<file path="src/design/assert_macros.svh">
// Assertion macros shared by the bus master copy sequencer modules.
// No dependencies; files that assert include this header by name.
`ifndef ASSERT_MACROS_SVH
`define ASSERT_MACROS_SVH

// Checks that a condition implies a consequence in the same cycle.
`define ASSERT_IMPL(lbl, clk, rst_n, ante, cons, msg) \
    lbl: assert property (@(posedge clk) disable iff (!rst_n) (ante) |-> (cons)) \
        else $error(msg);

// Checks that a condition implies a consequence in the following cycle.
`define ASSERT_NEXT(lbl, clk, rst_n, ante, cons, msg) \
    lbl: assert property (@(posedge clk) disable iff (!rst_n) (ante) |=> (cons)) \
        else $error(msg);

`endif

</file>
<file path="src/design/bmctt_pkg.sv">
// Types and constants of the bus master copy sequencer.
// No dependencies; used by the sequencer, the result queue and the top level.
package bmctt_pkg;

    // Slave response codes.
    typedef enum logic [1:0] {
        ACK_WAIT  = 2'd0,
        ACK_READY = 2'd1,
        ACK_ERROR = 2'd2,
        ACK_RETRY = 2'd3
    } t_ack;

    // Configuration register indexes (byte address bits 3:2).
    localparam logic [1:0] REG_RAM_BASE    = 2'd0;
    localparam logic [1:0] REG_TTY_BASE    = 2'd1;
    localparam logic [1:0] REG_WORD_OPCODE = 2'd2;

    localparam logic [31:0] BASE_MASK     = 32'hFFFF_FFFC;
    localparam logic [31:0] STATUS_OFFSET = 32'd4;
    localparam logic [31:0] DATA_OFFSET   = 32'd8;

    // Phase numbers as reported on the phase output.
    localparam logic [4:0] PH_INIT      = 5'd0;
    localparam logic [4:0] PH_RAM_REQ   = 5'd1;
    localparam logic [4:0] PH_RAM_A0    = 5'd2;
    localparam logic [4:0] PH_RAM_FIRST = 5'd3;
    localparam logic [4:0] PH_RAM_MID   = 5'd4;
    localparam logic [4:0] PH_RAM_LAST  = 5'd5;
    localparam logic [4:0] PH_RAM_DLAST = 5'd6;
    localparam logic [4:0] PH_WR_REQ    = 5'd7;
    localparam logic [4:0] PH_WR_AD     = 5'd8;
    localparam logic [4:0] PH_WR_DT     = 5'd9;
    localparam logic [4:0] PH_ST_REQ    = 5'd10;
    localparam logic [4:0] PH_ST_AD     = 5'd11;
    localparam logic [4:0] PH_ST_DT     = 5'd12;
    localparam logic [4:0] PH_BF_REQ    = 5'd13;
    localparam logic [4:0] PH_BF_AD     = 5'd14;
    localparam logic [4:0] PH_BF_DT     = 5'd15;
    localparam logic [4:0] PH_HALT      = 5'd16;

    typedef enum logic [16:0] {
        ST_INIT      = 17'h00001,
        ST_RAM_REQ   = 17'h00002,
        ST_RAM_A0    = 17'h00004,
        ST_RAM_FIRST = 17'h00008,
        ST_RAM_MID   = 17'h00010,
        ST_RAM_LAST  = 17'h00020,
        ST_RAM_DLAST = 17'h00040,
        ST_WR_REQ    = 17'h00080,
        ST_WR_AD     = 17'h00100,
        ST_WR_DT     = 17'h00200,
        ST_ST_REQ    = 17'h00400,
        ST_ST_AD     = 17'h00800,
        ST_ST_DT     = 17'h01000,
        ST_BF_REQ    = 17'h02000,
        ST_BF_AD     = 17'h04000,
        ST_BF_DT     = 17'h08000,
        ST_HALT      = 17'h10000
    } t_phase;

    typedef struct packed {
        logic        grant;
        logic [1:0]  ack_code;
        logic        timeout;
        logic [31:0] read_data;
    } t_bus_in;

    typedef struct packed {
        logic [31:0] ram_base;
        logic [31:0] tty_base;
        logic [3:0]  word_opcode;
    } t_cfg;

    typedef struct packed {
        logic        request;
        logic [31:0] address;
        logic [3:0]  opcode;
        logic        read_flag;
        logic        lock_flag;
        logic [7:0]  write_data;
        logic        error_halt;
        logic [4:0]  phase;
    } t_result;

    function automatic logic [4:0] phase_code(input t_phase st);
        logic [4:0] code;
        unique case (st)
            ST_INIT:      code = PH_INIT;
            ST_RAM_REQ:   code = PH_RAM_REQ;
            ST_RAM_A0:    code = PH_RAM_A0;
            ST_RAM_FIRST: code = PH_RAM_FIRST;
            ST_RAM_MID:   code = PH_RAM_MID;
            ST_RAM_LAST:  code = PH_RAM_LAST;
            ST_RAM_DLAST: code = PH_RAM_DLAST;
            ST_WR_REQ:    code = PH_WR_REQ;
            ST_WR_AD:     code = PH_WR_AD;
            ST_WR_DT:     code = PH_WR_DT;
            ST_ST_REQ:    code = PH_ST_REQ;
            ST_ST_AD:     code = PH_ST_AD;
            ST_ST_DT:     code = PH_ST_DT;
            ST_BF_REQ:    code = PH_BF_REQ;
            ST_BF_AD:     code = PH_BF_AD;
            ST_BF_DT:     code = PH_BF_DT;
            default:      code = PH_HALT;
        endcase
        return code;
    endfunction

endpackage

</file>
<file path="src/design/bmctt_seq.sv">
// Program sequencer: state, held bus outputs and the burst word buffer.
// Depends on bmctt_pkg and assert_macros.svh.
`include "assert_macros.svh"

module bmctt_seq import bmctt_pkg::*; #(
    parameter int BURST_WORDS = 4
) (
    input  logic    i_clk,
    input  logic    i_rst_n,
    input  logic    i_step,
    input  t_bus_in i_bus,
    input  t_cfg    i_cfg,
    output t_result o_result
);

    localparam int WIDX = (BURST_WORDS > 1) ? $clog2(BURST_WORDS) : 1;
    localparam int BCW  = $clog2(4 * BURST_WORDS + 1);
    localparam logic [BCW-1:0]  LAST_BYTE = BCW'(4 * BURST_WORDS - 1);
    localparam logic [WIDX:0]   BW_W      = (WIDX + 1)'(BURST_WORDS);
    localparam logic [BCW-3:0]  BW_B      = (BCW - 2)'(BURST_WORDS);
    localparam logic [WIDX-1:0] LAST_WORD = WIDX'(BURST_WORDS - 1);

    t_phase          r_state, n_state;
    logic [BCW-1:0]  r_bc, n_bc;
    logic [WIDX-1:0] r_bidx, n_bidx;
    logic [31:0]     r_addr, n_addr;
    logic [3:0]      r_op, n_op;
    logic            r_rd, n_rd;
    logic            r_lk, n_lk;
    logic [7:0]      r_wb, n_wb;
    logic [31:0]     r_buf [BURST_WORDS];

    logic            drv;
    logic [31:0]     drv_addr;
    logic            drv_rd;
    logic            drv_lk;
    logic            wr_en;
    logic [WIDX-1:0] wr_idx;
    logic [WIDX:0]   bidx_inc;
    logic [BCW-3:0]  rd_word;
    logic [31:0]     sel_word;
    logic            ack_ready;
    logic            failed;

    function automatic t_phase burst_phase(input logic [WIDX:0] k);
        t_phase ph;
        if (k + (WIDX + 1)'(1) >= BW_W) begin
            ph = ST_RAM_LAST;
        end else if (k == (WIDX + 1)'(1)) begin
            ph = ST_RAM_FIRST;
        end else begin
            ph = ST_RAM_MID;
        end
        return ph;
    endfunction

    assign bidx_inc  = {1'b0, r_bidx} + (WIDX + 1)'(1);
    assign rd_word   = r_bc[BCW-1:2];
    assign sel_word  = (rd_word < BW_B) ? r_buf[rd_word[WIDX-1:0]] : 32'd0;
    assign ack_ready = (i_bus.ack_code == ACK_READY);
    // Ready wins over a timeout flagged in the same cycle.
    assign failed    = (i_bus.ack_code == ACK_ERROR) || (i_bus.ack_code == ACK_RETRY)
                       || i_bus.timeout;

    always_comb begin
        n_state  = r_state;
        n_bc     = r_bc;
        n_bidx   = r_bidx;
        n_wb     = r_wb;
        drv      = 1'b0;
        drv_addr = r_addr;
        drv_rd   = r_rd;
        drv_lk   = r_lk;
        wr_en    = 1'b0;
        wr_idx   = LAST_WORD;
        unique case (r_state)
            ST_INIT: begin
                n_bc    = '0;
                n_state = ST_RAM_REQ;
            end
            ST_RAM_REQ: begin
                if (i_bus.grant) n_state = ST_RAM_A0;
            end
            ST_RAM_A0: begin
                drv      = 1'b1;
                drv_addr = i_cfg.ram_base;
                drv_rd   = 1'b1;
                drv_lk   = (BURST_WORDS > 1);
                if (BURST_WORDS > 1) begin
                    n_bidx  = WIDX'(1);
                    n_state = burst_phase((WIDX + 1)'(1));
                end else begin
                    n_state = ST_RAM_DLAST;
                end
            end
            ST_RAM_FIRST, ST_RAM_MID, ST_RAM_LAST: begin
                // Address of word r_bidx goes out while data of the word before returns.
                drv      = 1'b1;
                drv_addr = i_cfg.ram_base + 32'({r_bidx, 2'b00});
                drv_rd   = 1'b1;
                drv_lk   = (bidx_inc < BW_W);
                if (ack_ready) begin
                    wr_en  = 1'b1;
                    wr_idx = r_bidx - WIDX'(1);
                    if (bidx_inc < BW_W) begin
                        n_bidx  = bidx_inc[WIDX-1:0];
                        n_state = burst_phase(bidx_inc);
                    end else begin
                        n_state = ST_RAM_DLAST;
                    end
                end else if (failed) begin
                    n_state = ST_HALT;
                end
            end
            ST_RAM_DLAST: begin
                if (ack_ready) begin
                    wr_en   = 1'b1;
                    wr_idx  = LAST_WORD;
                    n_state = ST_WR_REQ;
                end else if (failed) begin
                    n_state = ST_HALT;
                end
            end
            ST_WR_REQ: begin
                if (i_bus.grant) n_state = ST_WR_AD;
            end
            ST_WR_AD: begin
                drv      = 1'b1;
                drv_addr = i_cfg.tty_base;
                drv_rd   = 1'b0;
                drv_lk   = 1'b0;
                n_state  = ST_WR_DT;
            end
            ST_WR_DT: begin
                n_wb = sel_word[{r_bc[1:0], 3'b000} +: 8];
                if (ack_ready) begin
                    n_state = (r_bc >= LAST_BYTE) ? ST_ST_REQ : ST_WR_REQ;
                    n_bc    = r_bc + BCW'(1);
                end else if (failed) begin
                    n_state = ST_HALT;
                end
            end
            ST_ST_REQ: begin
                if (i_bus.grant) n_state = ST_ST_AD;
            end
            ST_ST_AD: begin
                drv      = 1'b1;
                drv_addr = i_cfg.tty_base + STATUS_OFFSET;
                drv_rd   = 1'b1;
                drv_lk   = 1'b0;
                n_state  = ST_ST_DT;
            end
            ST_ST_DT: begin
                if (ack_ready) begin
                    n_state = (i_bus.read_data == 32'd0) ? ST_ST_REQ : ST_BF_REQ;
                end else if (failed) begin
                    n_state = ST_HALT;
                end
            end
            ST_BF_REQ: begin
                if (i_bus.grant) n_state = ST_BF_AD;
            end
            ST_BF_AD: begin
                drv      = 1'b1;
                drv_addr = i_cfg.tty_base + DATA_OFFSET;
                drv_rd   = 1'b1;
                drv_lk   = 1'b0;
                n_state  = ST_BF_DT;
            end
            ST_BF_DT: begin
                // The data register read only ever ends on a ready response.
                if (ack_ready) n_state = ST_INIT;
            end
            default: begin
                n_state = ST_HALT;
            end
        endcase
    end

    always_comb begin
        n_addr = drv ? drv_addr : r_addr;
        n_op   = drv ? i_cfg.word_opcode : r_op;
        n_rd   = drv ? drv_rd : r_rd;
        n_lk   = drv ? drv_lk : r_lk;
    end

    // The result shows the bus outputs as driven during this transaction's cycle.
    always_comb begin
        o_result.request    = (r_state == ST_RAM_REQ) || (r_state == ST_WR_REQ)
                              || (r_state == ST_ST_REQ) || (r_state == ST_BF_REQ);
        o_result.address    = n_addr;
        o_result.opcode     = n_op;
        o_result.read_flag  = n_rd;
        o_result.lock_flag  = n_lk;
        o_result.write_data = n_wb;
        o_result.error_halt = (r_state == ST_HALT);
        o_result.phase      = phase_code(r_state);
    end

    always_ff @(posedge i_clk) begin
        if (!i_rst_n) begin
            r_state <= ST_INIT;
            r_bc    <= '0;
            r_bidx  <= '0;
            r_addr  <= '0;
            r_op    <= '0;
            r_rd    <= 1'b0;
            r_lk    <= 1'b0;
            r_wb    <= '0;
        end else if (i_step) begin
            r_state <= n_state;
            r_bc    <= n_bc;
            r_bidx  <= n_bidx;
            r_addr  <= n_addr;
            r_op    <= n_op;
            r_rd    <= n_rd;
            r_lk    <= n_lk;
            r_wb    <= n_wb;
        end
    end

    always_ff @(posedge i_clk) begin
        if (i_step && wr_en) begin
            r_buf[wr_idx] <= i_bus.read_data;
        end
    end

    `ASSERT_NEXT(a_halt_sticky, i_clk, i_rst_n, r_state == ST_HALT, r_state == ST_HALT, "halt left")
    `ASSERT_NEXT(a_hold_idle, i_clk, i_rst_n, !i_step, $stable(r_state), "state moved without transaction")
    `ASSERT_IMPL(a_byte_range, i_clk, i_rst_n, r_state == ST_WR_DT, r_bc <= LAST_BYTE, "byte count past end")

endmodule

</file>
<file path="src/design/bmctt_out_buf.sv">
// Two-entry result queue between the sequencer and the output channel.
// Depends on bmctt_pkg and assert_macros.svh.
`include "assert_macros.svh"

module bmctt_out_buf import bmctt_pkg::*; (
    input  logic    i_clk,
    input  logic    i_rst_n,
    input  logic    i_push,
    input  t_result i_data,
    output logic    o_full,
    output logic    o_valid,
    input  logic    i_pop,
    output t_result o_data
);

    t_result    r_mem [2];
    logic       r_wr_ptr, r_rd_ptr;
    logic [1:0] r_count, n_count;
    logic       pop;

    assign o_full  = (r_count == 2'd2);
    assign o_valid = (r_count != 2'd0);
    assign o_data  = r_mem[r_rd_ptr];
    assign pop     = o_valid && i_pop;

    always_comb begin
        n_count = r_count;
        if (i_push && !pop) begin
            n_count = r_count + 2'd1;
        end else if (pop && !i_push) begin
            n_count = r_count - 2'd1;
        end
    end

    always_ff @(posedge i_clk) begin
        if (!i_rst_n) begin
            r_wr_ptr <= 1'b0;
            r_rd_ptr <= 1'b0;
            r_count  <= 2'd0;
        end else begin
            if (i_push) r_wr_ptr <= ~r_wr_ptr;
            if (pop) r_rd_ptr <= ~r_rd_ptr;
            r_count <= n_count;
        end
    end

    always_ff @(posedge i_clk) begin
        if (i_push) begin
            r_mem[r_wr_ptr] <= i_data;
        end
    end

    `ASSERT_IMPL(a_no_overflow, i_clk, i_rst_n, r_count == 2'd2, !i_push, "push into full queue")

endmodule

</file>
<file path="src/design/bus_master_copy_to_tty_unit.sv">
// Top level of the bus master copy sequencer: configuration port and channels.
// Depends on bmctt_pkg, bmctt_seq and bmctt_out_buf.

// Each input transaction is one bus clock cycle (grant, response, timeout and read
// data), and each produces exactly one result transaction describing the bus outputs
// of that same cycle. A transaction is accepted every clock cycle while the two-entry
// result queue has room; queued results are offered in order. The sequencer runs
// a fixed program: a locked burst read of BURST_WORDS words from ram_base, one
// terminal write per byte, lowest byte first, a status poll at tty_base+4 until
// nonzero, and a read of tty_base+8, then repeats. An error, retry or timeout
// response during a burst, write or status data phase halts the block until reset.
// Configuration registers sit at byte addresses 0 (ram_base), 4 (tty_base) and
// 8 (word_opcode); the low two bits of both base addresses read back as zero.
module bus_master_copy_to_tty_unit import bmctt_pkg::*; #(
    parameter int BURST_WORDS = 4
) (
    input  logic        i_clk,
    input  logic        i_rst_n,
    input  logic        psel,
    input  logic        penable,
    input  logic        pwrite,
    input  logic [3:0]  paddr,
    input  logic [31:0] pwdata,
    output logic [31:0] prdata,
    output logic        pready,
    input  logic        i_valid,
    output logic        o_ready,
    input  logic        i_grant,
    input  logic [1:0]  i_ack_code,
    input  logic        i_timeout,
    input  logic [31:0] i_read_data,
    output logic        o_valid,
    input  logic        i_ready,
    output logic        o_request,
    output logic [31:0] o_address,
    output logic [3:0]  o_opcode,
    output logic        o_read_flag,
    output logic        o_lock_flag,
    output logic [7:0]  o_write_data,
    output logic        o_error_halt,
    output logic [4:0]  o_phase
);

    t_cfg    r_cfg;
    t_bus_in bus;
    t_result seq_result;
    t_result out_data;
    logic    q_full;
    logic    step;
    logic    cfg_wr;

    assign pready = 1'b1;
    assign cfg_wr = psel && penable && pwrite && pready;

    always_ff @(posedge i_clk) begin
        if (!i_rst_n) begin
            r_cfg <= '0;
        end else if (cfg_wr) begin
            unique case (paddr[3:2])
                REG_RAM_BASE:    r_cfg.ram_base    <= pwdata & BASE_MASK;
                REG_TTY_BASE:    r_cfg.tty_base    <= pwdata & BASE_MASK;
                REG_WORD_OPCODE: r_cfg.word_opcode <= pwdata[3:0];
                default: ;
            endcase
        end
    end

    always_comb begin
        unique case (paddr[3:2])
            REG_RAM_BASE:    prdata = r_cfg.ram_base;
            REG_TTY_BASE:    prdata = r_cfg.tty_base;
            REG_WORD_OPCODE: prdata = {28'd0, r_cfg.word_opcode};
            default:         prdata = 32'd0;
        endcase
    end

    assign o_ready = !q_full;
    assign step    = i_valid && o_ready;

    assign bus.grant     = i_grant;
    assign bus.ack_code  = i_ack_code;
    assign bus.timeout   = i_timeout;
    assign bus.read_data = i_read_data;

    bmctt_seq #(
        .BURST_WORDS(BURST_WORDS)
    ) u_seq (
        .i_clk    (i_clk),
        .i_rst_n  (i_rst_n),
        .i_step   (step),
        .i_bus    (bus),
        .i_cfg    (r_cfg),
        .o_result (seq_result)
    );

    bmctt_out_buf u_out_buf (
        .i_clk   (i_clk),
        .i_rst_n (i_rst_n),
        .i_push  (step),
        .i_data  (seq_result),
        .o_full  (q_full),
        .o_valid (o_valid),
        .i_pop   (i_ready),
        .o_data  (out_data)
    );

    assign o_request    = out_data.request;
    assign o_address    = out_data.address;
    assign o_opcode     = out_data.opcode;
    assign o_read_flag  = out_data.read_flag;
    assign o_lock_flag  = out_data.lock_flag;
    assign o_write_data = out_data.write_data;
    assign o_error_halt = out_data.error_halt;
    assign o_phase      = out_data.phase;

endmodule

</file>
<file path="config.mk">
export PLATFORM = sky130hd
export DESIGN_NAME = bus_master_copy_to_tty_unit
export DESIGN_NICKNAME = d
export VERILOG_FILES = /design/src/design/bmctt_pkg.sv /design/src/design/bmctt_seq.sv /design/src/design/bmctt_out_buf.sv /design/src/design/bus_master_copy_to_tty_unit.sv
export VERILOG_INCLUDE_DIRS = /design/src /design/src/design
export SDC_FILE = /design/constraint.sdc
export NUM_CORES = 1
export LEC_CHECK = 0
export ABC_CLOCK_PERIOD_IN_PS = 6100
export BUFFER_PORTS_ARGS = -buffer_cell sky130_fd_sc_hd__buf_2
export CORE_UTILIZATION = 50
export DETAILED_ROUTE_END_ITERATION = 6
export PLACE_DENSITY = 0.72
export SLEW_MARGIN = 20
export SYNTH_ARGS = -nofsm -noshare
export SYNTH_HDL_FRONTEND = slang
export SYNTH_SLANG_ARGS = --single-unit
</file>
<file path="constraint.sdc">
create_clock -name i_clk -period 6.1 [get_ports i_clk]
set_input_delay 0.305 -clock i_clk [delete_from_list [all_inputs] [get_ports i_clk]]
set_output_delay 0.305 -clock i_clk [all_outputs]
set_load 0.05 [all_outputs]
</file>
# Word-level counts from Yosys, hierarchy flattened
# Memories as Yosys holds them, arrays and structs flattened. A register that Yosys moved wholly into a read port is not among the register bits.
# Cells that the tools add are included.
[totals]
register_bits = 138
ramBits = 234
mem_count = 2
[op_classes]
add_sub_neg = 9
order_cmp = 4
n_eq_ne = 32
shift = 1
n_mux = 47
n_bitwise = 2
reduce_logical = 32
[mem_list]
columns = ["memory", "words", "width", "read_ports", "rd_clocked_by_memory_dff", "write_ports", "line_no", "rtl"]
rows = [
  ["u_seq.r_buf", 4, 32, 1, 1, 1, "bmctt_seq.sv:31", "logic [31:0] r_buf [BURST_WORDS];"],
  ["u_out_buf.r_mem", 2, 53, 1, 1, 1, "bmctt_out_buf.sv:16", "t_result r_mem [2];"],
]
[op_table]
columns = ["op", "n"]
rows = [
  ["case mux 17 bit (14 select lines)", 1],
  ["2-to-1 mux 17 bit", 12],
  ["case mux 32 bit (5 select lines)", 1],
  ["case mux 32 bit (3 select lines)", 1],
  ["case mux 5 bit (16 select lines)", 1],
  ["2-to-1 mux 32 bit", 2],
  ["adder 32 x 3 -> 32 bit (second input constant)", 1],
  ["adder 32 x 4 -> 32 bit", 1],
  ["adder 32 x 4 -> 32 bit (second input constant)", 1],
  ["logical NOT 32 bit", 1],
  ["indexed part select 32 x 6 -> 8 bit", 1],
  ["== test 17 x 1 -> 1 bit (second input constant)", 1],
  ["== test 17 x 10 -> 1 bit (second input constant)", 1],
  ["== test 17 x 11 -> 1 bit (second input constant)", 1],
  ["== test 17 x 12 -> 1 bit (second input constant)", 1],
  ["== test 17 x 13 -> 1 bit (second input constant)", 1],
  ["== test 17 x 14 -> 1 bit (second input constant)", 1],
  ["== test 17 x 15 -> 1 bit (second input constant)", 1],
  ["== test 17 x 16 -> 1 bit (second input constant)", 1],
  ["== test 17 bit (second input constant)", 1],
  ["== test 17 x 2 -> 1 bit (second input constant)", 1],
  ["== test 17 x 3 -> 1 bit (second input constant)", 1],
  ["== test 17 x 4 -> 1 bit (second input constant)", 1],
  ["== test 17 x 5 -> 1 bit (second input constant)", 1],
  ["other kinds (42)", 91],
]

# Depth between registers and ports, before layout
[depth]
depth_word = 7
ltp_mapped = 10
ltp_nobuf = 9

# Cells and area by module
# A second synthesis with hierarchy kept.
[hier_totals]
cells_unflattened = 1595
hier_area_um2 = 18141.1
[modules_own_cells]
columns = ["module", "n_inst", "cells_each", "area_each_um2", "seq_area_each_um2"]
rows = [
  ["bmctt_seq", 1, 1084, 11177.0, 5285.1],
  ["bmctt_out_buf", 1, 187, 4032.6, 3283.1],
  ["bus_master_copy_to_tty_unit", 1, 324, 2931.6, 1281.2],
]

# Worst setup path before layout
# OpenSTA, ideal clock, no wires.
[synth_path]
path_type = "register to register"
from = "register u_seq.r_state[7]"
to = "memory u_seq.r_buf[2][0] (enable)"
setup_time_ns = 0.513
arrival_time_ns = 5.320
required_time_ns = 5.587
path_slack_ns = 0.267
stages_incl_launch_ff = 9
path_buffers = 3
period_less_slack_ns = 5.833
path_cell_list = "dfxtp_1 -> clkbuf_1 -> nor3_2 -> nand4_2 -> o22a_1 -> buf_2 -> clkbuf_1 -> nor2_1 -> nor4b_1"
[synth_via]
elab_chain_len = 6
word_cells_on_any_way = 11
cone_classes = "4 x eq/ne; 4 x mux; 3 x reduce/logical"
[synth_rtl]
columns = ["item", "line_no", "rtl"]
rows = [
  ["start: declaration", "bmctt_seq.sv:23", "t_phase r_state, n_state;"],
  ["start signal: assignment", "bmctt_seq.sv:211", "r_state <= n_state;"],
  ["== test 17 x 4 -> 1 bit (tied with other cells)", "bmctt_seq.sv:76", "unique case (r_state)"],
  ["OR reduction 4 bit (no line)", "-", ""],
  ["2-to-1 mux 1 bit", "-", ""],
  ["logical AND 1 bit", "bmctt_seq.sv:223", "if (i_step && wr_en) begin"],
  ["2-to-1 mux 1 bit", "bmctt_seq.sv:223", ""],
  ["2-to-1 mux 1 bit (not written as such)", "bmctt_seq.sv:224", "r_buf[wr_idx] <= i_bus.read_data;"],
  ["end: declaration", "bmctt_seq.sv:31", ""],
]
# Several ways; a longest one is shown, not always the timed one.

==> results_dict.tcl <==
set metrics [dict create \
    required_ps 6350 \
    internal_power_w 0.00460 \
    grt_pass1_wl_mm 77.9 \
    power_frac_comb_pct 20.9 \
    synth-edff-count 234 \
    synthCells 1631 \
    critPathCaptureType "flip-flop" \
    dp_cells 2158 \
    synthArstFlopShare_pct 0 \
    fin_crit_sh_pct 59.8 \
    muxShareOfSynthArea_pct 10.4 \
    fin_nets 1897 \
    grt_use_met2_pct 42.5 \
    synthSimpleGateAreaFrac_pct 17.3 \
    first_pass_iters 7 \
    post-route-util_pct 59.9 \
    ys_seq_area_share_pct 55.0 \
    grt_antenna_before_repair 2 \
    tightest_slew_ps 1110 \
    drt_iter0_drc 1490 \
    crit_fanout 8 \
    ir_drop_mv 0.289 \
    rsz0062_at_grt "false" \
    start_kind "flip-flop" \
    synth.distinct_cells 93 \
    clock_skew_ps 41.9 \
    globalRouteMet3Util_pct 5.40 \
    max_freq_ghz 0.274 \
    finalNonFillerCells 2293 \
    powerDensity_nw_per_um2 320 \
    switchingPower_w 0.00208 \
    cts_tree "built" \
    timing.final.hold_violations 0 \
    cp_data_arrival_time_ps 3900 \
    grt_overflow 0 \
    drv_slew 0 \
    crit_slowest_cell "a2111oi_1" \
    fp-row-count 68 \
    start_util_pct 51.3 \
    leakage_nw 7.40 \
    slew_headroom_pct 25.8 \
    layout_min_cycle_time_ps 3650 \
    swShare_pct 31.2 \
    path_class "reg -> reg" \
    use_met1_pct 40.5 \
    clock_power_share_pct 34.6 \
    synth-xor-area-share_pct 0.783 \
    crit_chain "nor4_4 -> nand4_2 -> nor2_1 -> nor4_4 -> a2111oi_1 -> nor2_1" \
    post-route-drc-count 1 \
    cts_resized 0 \
    ys_ff_latch 375 \
    cap_violations 0 \
    syn_area_sq_um 17900 \
    gp_congestion 0.983 \
    synth_area_per_cell_sq_um 11.0 \
    core_area_sq_um 34900 \
    wl_per_cell_um 22.3 \
    drive_gt1_share_pct 21.5 \
    synth-adder-area-share_pct 0.880 \
    num-fill-cells 2845 \
    synth_nets 1722 \
    grt_max_degree 95 \
    grt_pass1_vias 13400 \
    routed_wl_mm 51.0 \
    sequentialPowerShare_pct 44.4 \
    cts-htree-levels 2 \
    clock-sinks 375 \
    total_power_w 0.00668 \
    synth_compound_area_share_pct 12.5 \
    cts_made_buffers 38 \
    via_per_inst 6.19 \
    finalInstanceArea_sq_um 20900 \
    dp_hpwl_mm 33.4 \
    port_buffers 163 \
    cp_slowest_stage_delay_ps 970 \
    hp-class "in -> reg" \
    groute.usage.overall_pct 28.0 \
    status "finished with violations" \
    die_h_um 191 \
    pin_count 167 \
    path_clk_slew_ps 60 \
    synth_top_family_by_area "simple AND/OR/NAND/NOR gates" \
    chipWidth_um 191 \
    vias 14200 \
    die_area_sq_um 36600 \
    yosysWarnings 0 \
    area_growth_pct 16.7 \
    clk_latency_ps 590 \
    placed_cell_area_sq_um 19000 \
    grt_busiest_layer "met2" \
    setup_violations 0 \
    synth-main-ff-cell "edfxtp_1" \
    cts_buffer_depth 3 \
    fin_tns_setup_ps 0 \
    cts-root-buf "clkbuf_16" \
    violations "DRC" \
    ant_nets 0 \
]
-- cells in the mapped netlist (11+ instances only) --
cell type / n / share of area (%)
nand4_1: 26 / 0.91
a21oi_1: 136 / 3.8
mux4_2: 40 / 5.0
clkbuf_1: 76 / 1.6
mux2_2: 53 / 3.3
a211oi_1: 12 / 0.50
o21ai_0: 56 / 1.6
and4_1: 11 / 0.54
nor4_1: 21 / 0.73
dfxtp_1: 141 / 16
edfxtp_1: 234 / 39
and2_1: 14 / 0.49
inv_1: 15 / 0.31
nand3_1: 46 / 1.3
nor2b_1: 11 / 0.38
a31oi_1: 17 / 0.59
mux2i_1: 37 / 2.1
xor2_1: 12 / 0.59
and3_1: 24 / 0.84
buf_2: 24 / 0.67
ha_1: 11 / 0.77
nor3_1: 34 / 0.95
nor2_1: 142 / 3.0
nand2_1: 234 / 4.9
o21ai_1: 13 / 0.36
-- metal layers --
metal	routed length [um]	part of all wire [%]	up-vias
met5	0	0	-
met3	4680	9.2	78
met4	1030	2.0	0
li1	-	-	6455
met1	22000	43	6968
met2	23300	46	693
-- stage by stage --
stage | setup slack, ps | hold slack, ps
3_5_place_dp | 2510 | 445
2_1_floorplan | 267 | 404
4_1_cts | 2450 | 5.69
3_3_place_gp | 2560 | 439
6_report | 2450 | 29.5
5_1_grt | 2330 | 37.7
-- flip-flops by register name, summed over array words and instances (netlist names), named ones only --
| name | flops |
|---|---|
| u_out_buf.r_count | 2 |
| u_out_buf.r_mem | 106 |
| u_seq.r_bc | 5 |
| u_seq.r_rd | 1 |
| u_seq.r_wb | 8 |
| u_seq.r_addr | 32 |
| u_seq.r_op | 4 |
| u_seq.r_state | 17 |
| u_out_buf.r_wr_ptr | 1 |
| u_seq.r_lk | 1 |
| u_seq.r_buf | 128 |
| u_out_buf.r_rd_ptr | 1 |
| r_cfg | 64 |
| u_seq.r_bidx | 2 |
-- logic make-up after synthesis --
logic type,after synthesis
AO/OA/AOI/OAI,343
XOR/XNOR,16
adder cells (fa/ha/maj),12
buffers and inverters,130
flip-flops,375
multiplexers,130
other,1
AND/OR/NAND/NOR,624
-- path summary, 6_finish.rpt --
path / from / to / slack (ps) / cells after the start
min reg2reg: u_seq.r_op[2] / u_seq.r_op[2] / 450 / 2
max reg2reg: u_seq.r_state[12] / u_out_buf.r_mem[1][29] / 2450 / 6
min: pwdata[1] / r_cfg[1] / 30 / 3
max: u_seq.r_state[12] / u_out_buf.r_mem[1][29] / 2450 / 6
-- final cells by class --
class | count | area (sq um) | area share, %
Antenna cell | 2 | 5.00 | 0.0239
Clock inverter | 16 | 199 | 0.952
Timing Repair Buffer | 250 | 1630 | 7.78
Multi-Input combinational cell | 1126 | 7550 | 36.1
Inverter | 15 | 56.3 | 0.269
Sequential cell | 375 | 9850 | 47.1
Tap cell | 455 | 569 | 2.72
Clock buffer | 54 | 1040 | 4.98
-- layout by cell type (no fill, tap or decap), drive strengths merged, types with 10 or more instances in the layout --
cell,netlist,layout
ha,11,11
and4,12,12
and2,14,14
o21ai,72,72
nand4,27,27
nand2,236,236
nand3,46,46
buf,38,187
edfxtp,234,234
a31oi,17,17
inv,15,16
nor2,143,143
mux2i,37,37
clkbuf,77,54
mux4,40,40
mux2,53,53
nor3,37,37
a211oi,15,15
nor4,30,30
and3,25,25
xor2,12,12
nor2b,11,11
dlygate4sd3,0,63
clkinv,0,11
a22o,10,10
dfxtp,141,141
a21oi,141,141
-- power groups by stage --
| stage | combinational (W) | sequential (W) | clock [W] |
|---|---|---|---|
| after floorplan | 0.00106 | 0.00300 | 0 |
| after global placement | 0.00136 | 0.00301 | 0 |
| after detailed placement | 0.00137 | 0.00302 | 0 |
| after CTS | 0.00141 | 0.00297 | 0.00235 |
| after global routing | 0.00148 | 0.00298 | 0.00244 |
| final | 0.00140 | 0.00297 | 0.00232 |
-- critical path, delay by kind of cell (launching register included) --
kind | cells | cell delay, ps
AND/OR/NAND/NOR | 5 | 1940
AO/OA/AOI/OAI | 1 | 970
flip-flops | 1 | 400
-- what timing repair did --
action / in CTS / in global routing
hold endpoints to repair: 187 / 0
buffers inserted: 0 / 0
hold buffers: 63 / 0
(Power assumes the default switching activity.)
